## config.mk

```make
export PLATFORM = sky130hd
export DESIGN_NAME = ittt_alloc
export DESIGN_NICKNAME = d
export VERILOG_FILES = /design/src/ittt_pkg.sv /design/src/ittt_alloc.sv
export SDC_FILE = /design/constraint.sdc
export NUM_CORES = 1
export LEC_CHECK = 0
export ABC_AREA = 1
export BUFFER_PORTS_ARGS = -buffer_cell sky130_fd_sc_hd__buf_2
export CAP_MARGIN = 20
export CORE_MARGIN = 8
export CORE_UTILIZATION = 50
export CTS_CLUSTER_DIAMETER = 40
export DETAILED_ROUTE_END_ITERATION = 16
export PLACE_DENSITY = 0.66
export SYNTH_ARGS = -nofsm -noshare
export SYNTH_HDL_FRONTEND = slang
export SYNTH_SLANG_ARGS = --single-unit
export TNS_END_PERCENT = 10
```

## constraint.sdc

```tcl
create_clock -name clk -period 2.7 [get_ports clk]
set_input_delay 0.135 -clock clk [delete_from_list [all_inputs] [get_ports clk]]
set_output_delay 0.135 -clock clk [all_outputs]
set_load 0.05 [all_outputs]
```

## src/ittt_pkg.sv

```systemverilog
// ----------------------------------------------------------------------------
// ittt_pkg
// Shared types and constants of the idle timeout timer table.
// ----------------------------------------------------------------------------
`timescale 1ns / 1ps

package ittt_pkg;

  localparam int TIME_BITS = 31;
  localparam int ID_BITS   = 8;
  localparam int WORD_BITS = 32;
  localparam int OP_BITS   = 3;
  localparam int STAT_BITS = 3;

  localparam logic [TIME_BITS-1:0] TIME_MAX = 31'h7fffffff;

  typedef enum logic [OP_BITS-1:0] {
    OP_SET_TIME = 3'd0,
    OP_NEW      = 3'd1,
    OP_REMOVE   = 3'd2,
    OP_REFRESH  = 3'd3,
    OP_POLL     = 3'd4
  } op_t;

  typedef enum logic [STAT_BITS-1:0] {
    ST_OK        = 3'd0,
    ST_BACKWARDS = 3'd1,
    ST_FULL      = 3'd2,
    ST_RANGE     = 3'd3,
    ST_UNUSED    = 3'd4,
    ST_NONE      = 3'd5
  } status_t;

  typedef enum logic [2:0] {
    S_IDLE,
    S_GRP,
    S_SLOT,
    S_READ,
    S_EVAL,
    S_LINK_A,
    S_LINK_B,
    S_RESP
  } state_t;

endpackage

```

## src/ittt_alloc.sv

```systemverilog
// ----------------------------------------------------------------------------
// ittt_alloc
// Slot usage map with a two-step search for the lowest free slot: first the
// lowest group of sixteen that is not full, then the lowest free slot in it.
// ----------------------------------------------------------------------------
`timescale 1ns / 1ps

module ittt_alloc #(
  parameter int NUM_TIMERS = 256,
  parameter int SW         = 8
) (
  input  logic          clk,
  input  logic          rst,
  input  logic          mark_set,
  input  logic          mark_clr,
  input  logic [SW-1:0] mark_idx,
  input  logic          grp_load,
  input  logic [SW-1:0] query_idx,
  output logic          query_used,
  output logic          free_any,
  output logic [SW-1:0] free_slot
);

  import ittt_pkg::*;

  localparam int NG  = (NUM_TIMERS + 15) / 16;
  localparam int GW  = (NG > 1) ? $clog2(NG) : 1;
  localparam int PAD = NG * 16;

  logic [NUM_TIMERS-1:0] used;
  logic [PAD-1:0]        used_pad;
  logic [NG-1:0]         grp_full;
  logic [GW-1:0]         grp_c;
  logic [GW-1:0]         grp;
  logic [15:0]           row;
  logic [3:0]            low_idx;
  logic [GW+3:0]         slot_wide;

  always_comb begin
    for (int i = 0; i < PAD; i++) begin
      if (i < NUM_TIMERS) begin
        used_pad[i] = used[i];
      end else begin
        used_pad[i] = 1'b1;
      end
    end
    for (int g = 0; g < NG; g++) begin
      grp_full[g] = &used_pad[g*16 +: 16];
    end
    grp_c = '0;
    for (int g = NG - 1; g >= 0; g--) begin
      if (!grp_full[g]) begin
        grp_c = GW'(g);
      end
    end
  end

  always_comb begin
    row     = used_pad[32'(grp) * 16 +: 16];
    low_idx = '0;
    for (int k = 15; k >= 0; k--) begin
      if (!row[k]) begin
        low_idx = 4'(k);
      end
    end
    slot_wide = {grp, low_idx};
    free_slot = SW'(slot_wide);
  end

  assign query_used = used[query_idx];

  always_ff @(posedge clk) begin
    if (rst) begin
      used     <= '0;
      free_any <= 1'b0;
      grp      <= '0;
    end else begin
      if (mark_set) begin
        used[mark_idx] <= 1'b1;
      end else if (mark_clr) begin
        used[mark_idx] <= 1'b0;
      end
      if (grp_load) begin
        grp      <= grp_c;
        free_any <= ~&grp_full;
      end
    end
  end

endmodule

```

==> impl_metrics.ini <==
[run_status]
status = complete, but fails checks
violations = negative setup slack

[global_routing]
grt_use_total = 0.346
grt_antenna_before_repair = 0
grt_max_degree = 178
grt_pass1_vias = 17301
grt_pass1_wl_mm = 104
grt-ovfl-total = 0

[worst_setup_path]
cp.required_ns = 2.57
path_cells = clkinv_8 -> buf_12 -> buf_8 -> o21ai_1 -> nand3_1 -> nand3_2 -> nand2_2 -> buf_4 -> a21oi_4 -> nand3_2 -> o311a_1 -> buf_4
path_buf_inv = 5
worstPathMaxFanout = 8
cp_slowest_cell = dfxtp_4
crit_start = grp[0]$_SDFFE_PP0P_
critical_path_arrival_ns = 2.95
critPathLaunchType = register
worst-setup-path-type = reg -> out
crit_path_end_kind = output pin
crit_family = buffers and inverters
max_stage_delay_ns = 0.45

[clock_tree]
cts_root_buffer = clkbuf_16
clk_pin_slew_ns = 0.05
clkLatencyLatePin_ns = 0.57
cts_max_level = 2
numCtsBuffers = 48
clockBufferDepth = 3
cts.sinks = 261
cts_tree = done

[timing]
slew_headroom = 0.360
tightest_slew_ns = 0.958
setup_viol = 4
rsz0062_at_grt = true
setup_tns_ns = -1.29
post-route-period-util = 1.14
maxSlewViolCount = 0
fin_crit_ns = 3.08
layout_setup_ws_ns = -0.381
skew_ns = 0.00909
hold_violations = 0
fmax_mhz = 325

[yosys]
syn_area_um2 = 16300
synth_nets = 2555
synth_top_area_frac = 0.321
synth-simple-area-share = 0.280
ys_ff_latch = 261
ys_types = 42
synthTopCellsByArea = dfxtp_1, o21ai_0, nor2_1
synth_fa_ha_area_frac = 0
synth_edf_count = 0
ys.flop_type = dfxtp_1
postSynthAreaPerCell_um2 = 6.42
synthMuxAreaShare = 0
synth_most_common_cell = nor2_1
synthArstFlopShare = 0
synth_top_area_cell = dfxtp_1
synth_xor_area_frac = 0
synth_commonest_cells = nor2_1, o21ai_0, nor3_1, dfxtp_1, a21oi_1
synth_cells = 2534
synth_top_family_by_area = compound AO/OA/AOI/OAI gates
synth-seq-area-share = 0.321
yosys_warnings = 0
synth_compound_area_frac = 0.283

[cells_and_area]
final_nets = 2536
stdcell_count = 2993
synthToLayoutAreaGrowth_pct = 17.1
layout-drive-gt1-share = 0.116

[pwr]
power_density_nw_per_um2 = 573
power_mw = 10.9
p_leak_nw = 6.38
ir_drop_mv = 0.520

[job]
drv_cap = 0

[routing]
vias = 19051
vias_per_cell = 6.37
wire_per_inst_um = 23.2
drc_errors = 0
detail_route.first_pass.iterations = 8
drt.antenna.violating_nets = 0
drt-initial-drc-count = 2261
routed_wl_mm = 69.3

[floorplan]
rows = 66
core_um2 = 32300
dieHeight_um = 196
start_util = 0.504
die_area_um2 = 38600
die_w_um = 196
io_pins = 31

[min_path]
hold_path_startpoint = mark_idx[3]
hold_class = in -> reg

[placed_design]
dp_cells = 2884
gp_congestion = 0.964
io_buffers = 30
hpwl_mm = 46.4
==> path summary, 6_finish.rpt <==
check                                           end  slack [ns]  cells after the start
worst min-delay path                       register        0.09                      6
worst max register to register  grp[0]$_SDFFE_PP0P_        0.26                     19
worst max-delay path                   free_slot[3]       -0.38                     12
worst min register to register             register        0.50                      2
==> per-stage QoR <==
stage / cell area, um^2 / hold WS, ns / setup slack (ns) / util
3_5_place_dp: 16800 / 0.470 / 0.131 / 0.521
4_1_cts: 18800 / 0.0679 / -0.303 / 0.581
2_1_floorplan: 16300 / 0.328 / 0.128 / -
6_report: 19000 / 0.0870 / -0.381 / 0.590
3_3_place_gp: 16800 / 0.464 / 0.108 / 0.521
5_1_grt: 19000 / 0.140 / -0.477 / 0.590
==> worst register-to-register path, cell delays in order (launching register included) <==
cell	delay, ns
dfxtp_1	0.34
inv_1	0.07
nor3_1	0.25
nand4_1	0.23
nor2_1	0.32
nand2_1	0.10
nand2_1	0.08
nand2_1	0.05
nand2_1	0.05
nand2_1	0.05
nand2_1	0.21
nand2_1	0.08
nand2_1	0.06
nand2_1	0.04
nand2_1	0.10
nand2_1	0.07
nand2_1	0.07
nand2_1	0.04
nand2_1	0.05
a21oi_1	0.05
==> power by group <==
| group | internal (mW) | switching [mW] | total, mW |
|---|---|---|---|
| sequential | 3.87 | 0.0133 | 3.88 |
| clock | 3.96 | 2.22 | 6.18 |
| combinational | 0.222 | 0.637 | 0.859 |
| total | 8.05 | 2.87 | 10.9 |
==> routing by layer <==
metal	part of all wire	global-route usage
met3	0.090	0.0566
met2	0.45	0.544
met4	0.068	0.215
met5	0	0
met1	0.40	0.440
==> timing repair <==
action                                 in CTS  in global routing
gates resized for setup                    28                 43
setup buffers                               1                 12
pin swaps                                   2                 18
endpoints found under the hold margin      10                  0
setup endpoints to repair                   5                  5
hold buffers                                2                  0
gates cloned                                6                  3
==> cells by family after synthesis <==
kind of cell	after synthesis
simple gates	1025
compound gates	825
buf+inv	423
flops	261
==> area by class of cell <==
| type | count | area (um^2) |
|---|---|---|
| antenna | 1 | 2.50 |
| clock buffer | 58 | 1320 |
| clock inverter | 27 | 310 |
| fill | 3180 | 13200 |
| inverter | 205 | 787 |
| multi-input combinational | 1850 | 9310 |
| sequential | 261 | 5230 |
| tap | 442 | 553 |
| timing repair buffer | 149 | 1530 |
==> placed cells by master (no fill, tap or decap), drive strengths merged, types with 2 or more instances in the layout <==
| master | count |
|---|---|
| a31oi | 2 |
| o211ai | 18 |
| buf | 139 |
| a21oi | 272 |
| o21ai | 418 |
| clkinvlp | 5 |
| o221ai | 12 |
| bufbuf | 4 |
| inv | 201 |
| o22ai | 40 |
| clkbuf | 62 |
| nand2 | 146 |
| nor2 | 410 |
| clkinv | 21 |
| nor3 | 283 |
| o311ai | 2 |
| nand4 | 47 |
| nor4 | 22 |
| nand3 | 110 |
| o311a | 40 |
| a221oi | 9 |
| dfxtp | 261 |
| or2 | 5 |
| o32ai | 4 |
| bufinv | 5 |
| o21bai | 4 |
| dlygate4sd3 | 2 |
Note: power is estimated with default switching activity, not from simulation.
